File: config.mk
export PLATFORM = sky130hd
export DESIGN_NAME = pfrf_scan
export DESIGN_NICKNAME = d
export VERILOG_FILES = /design/src/hw/rtl/page_framebuffer_rect_fill_defines.svh /design/src/hw/rtl/pfrf_pkg.sv /design/src/hw/rtl/pfrf_scan.sv
export SDC_FILE = /design/constraint.sdc
export NUM_CORES = 1
export LEC_CHECK = 0
export BUFFER_PORTS_ARGS = -buffer_cell sky130_fd_sc_hd__buf_2
export CELL_PAD_IN_SITES_DETAIL_PLACEMENT = 1
export CELL_PAD_IN_SITES_GLOBAL_PLACEMENT = 1
export CORE_MARGIN = 1
export CORE_UTILIZATION = 45
export CTS_CLUSTER_SIZE = 16
export DETAILED_ROUTE_END_ITERATION = 16
export PLACE_DENSITY_LB_ADDON = 0.1
export RECOVER_POWER = 100
export SLEW_MARGIN = 30
export SYNTH_ARGS = -nofsm -noshare
export SYNTH_HDL_FRONTEND = slang
export SYNTH_SLANG_ARGS = --single-unit
File: constraint.sdc
create_clock -name clk -period 6.67 [get_ports clk]
set_clock_uncertainty 0.1 [all_clocks]
set_input_delay 0.667 -clock clk [delete_from_list [all_inputs] [get_ports clk]]
set_output_delay 0.667 -clock clk [all_outputs]
set_load 0.01 [all_outputs]
File: src/hw/rtl/page_framebuffer_rect_fill_defines.svh
// Assertion macros shared by the framebuffer RTL.
// They expect signals named clk and rst_n in the module that uses them.
`ifndef PAGE_FRAMEBUFFER_RECT_FILL_DEFINES_SVH
`define PAGE_FRAMEBUFFER_RECT_FILL_DEFINES_SVH

// The consequent must hold in the same cycle as the antecedent.
`define PFRF_ASSERT_SAME(label, ante, cons) \
    label: assert property (@(posedge clk) disable iff (!rst_n) (ante) |-> (cons)) \
        else $error("framebuffer check failed in the same cycle");

// The consequent must hold in the cycle after the antecedent.
`define PFRF_ASSERT_NEXT(label, ante, cons) \
    label: assert property (@(posedge clk) disable iff (!rst_n) (ante) |=> (cons)) \
        else $error("framebuffer check failed in the following cycle");

`endif

File: src/hw/rtl/pfrf_pkg.sv
`default_nettype none

package pfrf_pkg;

    localparam int STORE_DEPTH = 1024;
    localparam int ADDR_W      = 10;
    localparam int COORD_W     = 8;
    localparam int PAGE_W      = 5;

    localparam logic OP_DRAW = 1'b0;
    localparam logic OP_READ = 1'b1;
    localparam logic INK_ON  = 1'b1;

    typedef logic [ADDR_W-1:0]  addr_t;
    typedef logic [7:0]         byte_t;
    typedef logic [COORD_W-1:0] coord_t;
    typedef logic [PAGE_W-1:0]  page_t;

    // Commands from the controller to the address scanner.
    typedef struct packed {
        logic load;
        logic step;
    } scan_ctrl_t;

    // Current byte of the scan and the pixels of it that the rectangle covers.
    typedef struct packed {
        addr_t addr;
        byte_t mask;
        logic  last;
    } scan_out_t;

    // Sets or clears the masked pixels of one stored byte.
    function automatic byte_t apply_ink(byte_t old_byte, byte_t mask, logic ink);
        byte_t result;
        if (ink == INK_ON)
        begin
            result = old_byte | mask;
        end
        else
        begin
            result = old_byte & ~mask;
        end
        return result;
    endfunction

endpackage

`default_nettype wire

File: src/hw/rtl/pfrf_scan.sv
`default_nettype none

module pfrf_scan
    import pfrf_pkg::*;
#(
    parameter int SCREEN_WIDTH  = 128,
    parameter int SCREEN_HEIGHT = 64
)
(
    input  wire logic       clk,
    input  wire logic       rst_n,
    input  wire scan_ctrl_t ctrl,
    input  wire coord_t     left,
    input  wire coord_t     top,
    input  wire coord_t     span_w,
    input  wire coord_t     span_h,
    output scan_out_t       scan
);

    localparam int NUM_PAGES  = (SCREEN_HEIGHT + 7) / 8;
    localparam int SCAN_BYTES = SCREEN_WIDTH * NUM_PAGES;
    localparam int LAST_ADDR  = ((SCAN_BYTES < STORE_DEPTH) ? SCAN_BYTES : STORE_DEPTH) - 1;

    coord_t col_reg,  col_next;
    page_t  page_reg, page_next;
    addr_t  addr_reg, addr_next;
    coord_t left_reg, top_reg, span_w_reg, span_h_reg;

    logic   col_hit;
    byte_t  row_hits;

    always_comb
    begin
        col_next  = col_reg;
        page_next = page_reg;
        addr_next = addr_reg;
        if (ctrl.load)
        begin
            col_next  = '0;
            page_next = '0;
            addr_next = '0;
        end
        else if (ctrl.step)
        begin
            addr_next = addr_reg + ADDR_W'(1);
            if (col_reg == COORD_W'(SCREEN_WIDTH - 1))
            begin
                col_next  = '0;
                page_next = page_reg + PAGE_W'(1);
            end
            else
            begin
                col_next = col_reg + COORD_W'(1);
            end
        end
    end

    always_ff @(posedge clk or negedge rst_n)
    begin
        if (!rst_n)
        begin
            col_reg  <= '0;
            page_reg <= '0;
            addr_reg <= '0;
        end
        else
        begin
            col_reg  <= col_next;
            page_reg <= page_next;
            addr_reg <= addr_next;
        end
    end

    always_ff @(posedge clk)
    begin
        if (ctrl.load)
        begin
            left_reg   <= left;
            top_reg    <= top;
            span_w_reg <= span_w;
            span_h_reg <= span_h;
        end
    end

    // Membership is tested on the offset from the corner modulo 256, which
    // covers rectangles that wrap past coordinate 255.
    always_comb
    begin
        coord_t col_off;
        coord_t row;
        coord_t row_off;
        col_off = col_reg - left_reg;
        col_hit = (col_off < span_w_reg);
        for (int b = 0; b < 8; b++)
        begin
            row         = {page_reg, 3'(b)};
            row_off     = row - top_reg;
            row_hits[b] = ({1'b0, row} < 9'(SCREEN_HEIGHT)) && (row_off < span_h_reg);
        end
    end

    assign scan.addr = addr_reg;
    assign scan.mask = col_hit ? row_hits : 8'h00;
    assign scan.last = (addr_reg == ADDR_W'(LAST_ADDR));

endmodule

`default_nettype wire

### After elaboration in Yosys (flattened, before gate mapping)

Index checks and enable logic that the tools add are counted.

* input bits: 36
* logic and storage cells: 58
* output and inout bits: 19
* register bits: 55

* muxes and demuxes: 9
* add/sub/neg operators: 12
* reduce and logical (&&, ||, !) cells: 11
* magnitude comparators: 17
* equality and inequality tests: 2

Operators with widths (number)
* < comparator 8 bit: 9
* subtractor 8 bit: 9
* < comparator 8 x 7 -> 1 bit (second input constant): 8
* 2-to-1 mux 8 bit: 4
* 2-to-1 mux 10 bit: 2
* 2-to-1 mux 5 bit: 3
* adder 10 x 1 -> 10 bit (second input constant): 1
* equality test 10 bit (second input constant): 1
* adder 8 x 1 -> 8 bit (second input constant): 1
* equality test 8 x 7 -> 1 bit (second input constant): 1
* logical AND 1 bit: 8
* adder 5 x 1 -> 5 bit (second input constant): 1
* nonzero test 2 bit: 2
* AND reduction 2 bit: 1

### Depth between registers and ports, before layout

* word-level depth: 4
* gate-level depth with buffers: 14
* gate-level depth less buffers: 14

### Worst setup path after synthesis

OpenSTA, ideal clock, no wires.

* kind: register -> output
* start: reg col_reg[0]
* end: out scan[1] (netlist bit)
* required time: 5903 ps
* slack: 2872 ps
* arrival time: 3031 ps
* cell stages (with the launch flop): 15
* buffers on the path: 0
* path through: dfrtp_1 inv_1 ha_1 inv_1 fa_1 a21o_1 a21oi_1 o21bai_1 a21oi_1 xnor2_1 ha_1 nor2b_1 o21ai_0 o211ai_4 a2111oi_2

RTL lines
* start, declared: RTL line pfrf_scan.sv:24 `coord_t col_reg, col_next;`
* start signal, assigned: RTL line pfrf_scan.sv:68 `col_reg <= col_next;`
* end, declared: RTL line pfrf_scan.sv:17 `output scan_out_t scan`

==> reports/metrics.yaml <==
synth_cells: 462
synth-edff-count: 32
clock_latency_ns: 0.32
setup_viol: 0
yosysWarnings: 0
synthesis.nets: 585
syn2layout_area_growth_pct: 9.78
cts_setup_buffers: 0
drive_above_1_share_pct: 11.0
final_common_cell: "ha_1"
hold_class: "in2reg"
clock-sinks: 55
required_ns: 5.90
hold_viol_final: 0
async_reset_ff_share_pct: 41.8
final_cell_mix: "ha_1 (84), inv_1 (43), xnor2_1 (40), buf_2 (40), nor2_1 (35)"
worst_pin_slew_ns: 2.81
clk_pin_slew_ns: 0.11
dp_cells: 642
grt.overflow.total: 0
worstPathMaxFanout: 8
first_pass_iters: 4
dr_total_vias: 3509
final_cells: 650
numCtsBuffers: 5
grt_pass1_wl_um: 19000
antenna_left: 0
die_y_um: 104
crit_path_start_kind: "flip-flop"
portBuffers: 54
cpPeakStageDelay_ns: 0.61
path_cells: "inv_1, ha_1, inv_1, fa_1, a21o_1, a21oi_1, o21bai_1, a21oi_1, xnor2_1, ha_1, nor2b_1, o21ai_0, o211ai_1, a2111oi_0, buf_2"
hpwl_um: 8830
hold_buffers: 0
slew_viol_final: 58
wl_per_cell_um: 17.2
slew_headroom_pct: -87.4
htree_levels: 2
drc_errors: 0
synth_area_per_cell_um2: 10.1
core-area_um2: 9910
clock.fmax_ghz: 0.204
synth_seq_area_share_pct: 32.8
die_area_um2: 10800
netlist.area_leader.share_pct: 22.4
synth.largest_area_cell: "ha_1"
cts_tree: "yes"
arrival_ns: 4.14
synth-seq-cells: 55
yosysUniqueCellTypes: 43
synth-main-ff-cell: "edfxtp_1"
wirelength_um: 11200
violations: "max-capacitance violations, max-slew violations"
via_per_inst: 5.40
maxCapViolCount: 1
power_density_nw_per_um2: 182
largest_reg_flops: 10
ir_worst_vdd_uv: 178
num_rows: 36
grt_use_total_pct: 21.9
finalCritPeriodShare_pct: 73.6
cts-root-buf: "clkbuf_8"
grt_setup_unrepaired: "no"
min_period_ns: 4.91
fillCellCount: 1170
initial_core_util_pct: 47.2
end_kind: "primary output"
antenna_found_initial: 0
status: "finished, violations left"
p_leak_nw: 2.46
ys_top_cells_by_area: "ha_1 (22%), edfxtp_1 (21%), dfrtp_1 (12%), xnor2_1 (7.5%), xor2_1 (4.5%)"
syn_area_um2: 4680
grt_max_degree: 58
slowest_stage: "a2111oi_0"
diodes: 0
ctsResizeCount: 0
place_congestion: 0.942
critical_path_class: "reg2out"
dr.first_iter.drc_count: 79
nets: 639
clk_path_buf_depth: 2
final.setup.tns_ns: 0
ios: 55
die_w_um: 104
grt_pass1_vias: 3813
## critical path, delay by kind of cell (launching register included)
family          cells  cell delay (ns)
xor+xnor            1             0.14
compound gates      7             1.89
flops               1             0.44
buf+inv             3             0.40
simple gates        1             0.13
fa+ha+maj           3             0.80
## final cells by class
cell class                      instances  area (µm²)  share of cell area [%]
Multi-Input combinational cell        356        2900                    56.4
Clock inverter                          2        38.8                   0.755
Sequential cell                        55        1540                    29.9
Clock buffer                            6        82.6                    1.61
Inverter                               43         161                    3.14
Timing Repair Buffer                   55         256                    4.99
Tap cell                              133         166                    3.24
## path summary, 6_finish.rpt
path / slack (ns) / cells past startpoint / start / endpoint
setup / recovery: 1.76 / 15 / col_reg[0] / scan[3]
hold / removal: 0.41 / 1 / top[6] / top_reg[6]
setup reg to reg: 4.64 / 6 / col_reg[1] / page_reg[4]
hold reg to reg: 0.49 / 2 / addr_reg[9] / addr_reg[9]
max in group asynchronous: 5.26 / 1 / rst_n / addr_reg[4]
min in group asynchronous: 0.47 / 1 / rst_n / addr_reg[7]
## layer usage
metal	track usage [%]	wire length, µm
met5	0	0
met1	25.3	4770
met2	41.4	5940
met3	2.57	197
met4	7.24	264
## cells by family (layout without fill, tap and decap cells)
family                     Yosys count  count (layout)  share of synthesized area [%]
adders and majority gates           87              87                           23.7
and+or+nand+nor                     93              93                           10.2
buffers and inverters               51             106                           4.20
xor gates and xnor gates            65              65                           12.3
DFF                                 55              55                           32.8
AOI/OAI and AO/OA                  108             108                           16.1
muxes                                3               3                          0.641
## power breakdown
part           internal, mW  leakage (nW)  total [mW]  switching (mW)
clock network         0.124        0.0618       0.239           0.116
registers             0.381         0.632       0.393          0.0123
logic                 0.130          1.77       0.305           0.174
total                 0.635          2.46       0.938           0.302
## stage by stage
step	setup slack [ns]	util (%)	hold slack [ns]	area (µm²)	power (mW)
finish	1.76	51.9	0.408	5140	0.938
detailed placement	2.39	51.4	0.465	5090	0.725
floorplan	2.87	-	0.271	4680	0.623
CTS	2.00	52.6	0.210	5210	0.969
global route	1.50	51.9	0.383	5140	1.00
global placement	2.50	51.4	0.443	5090	0.709
## synth_stat cells (all sizes together) (11+ instances only)
cell / count
nand4: 11
edfxtp: 32
nor2: 35
ha: 84
xor2: 25
o21ai: 26
a21oi: 37
dfrtp: 23
nand2: 18
inv: 43
xnor2: 40
a21o: 25
Power figures use the tool's default switching activity.
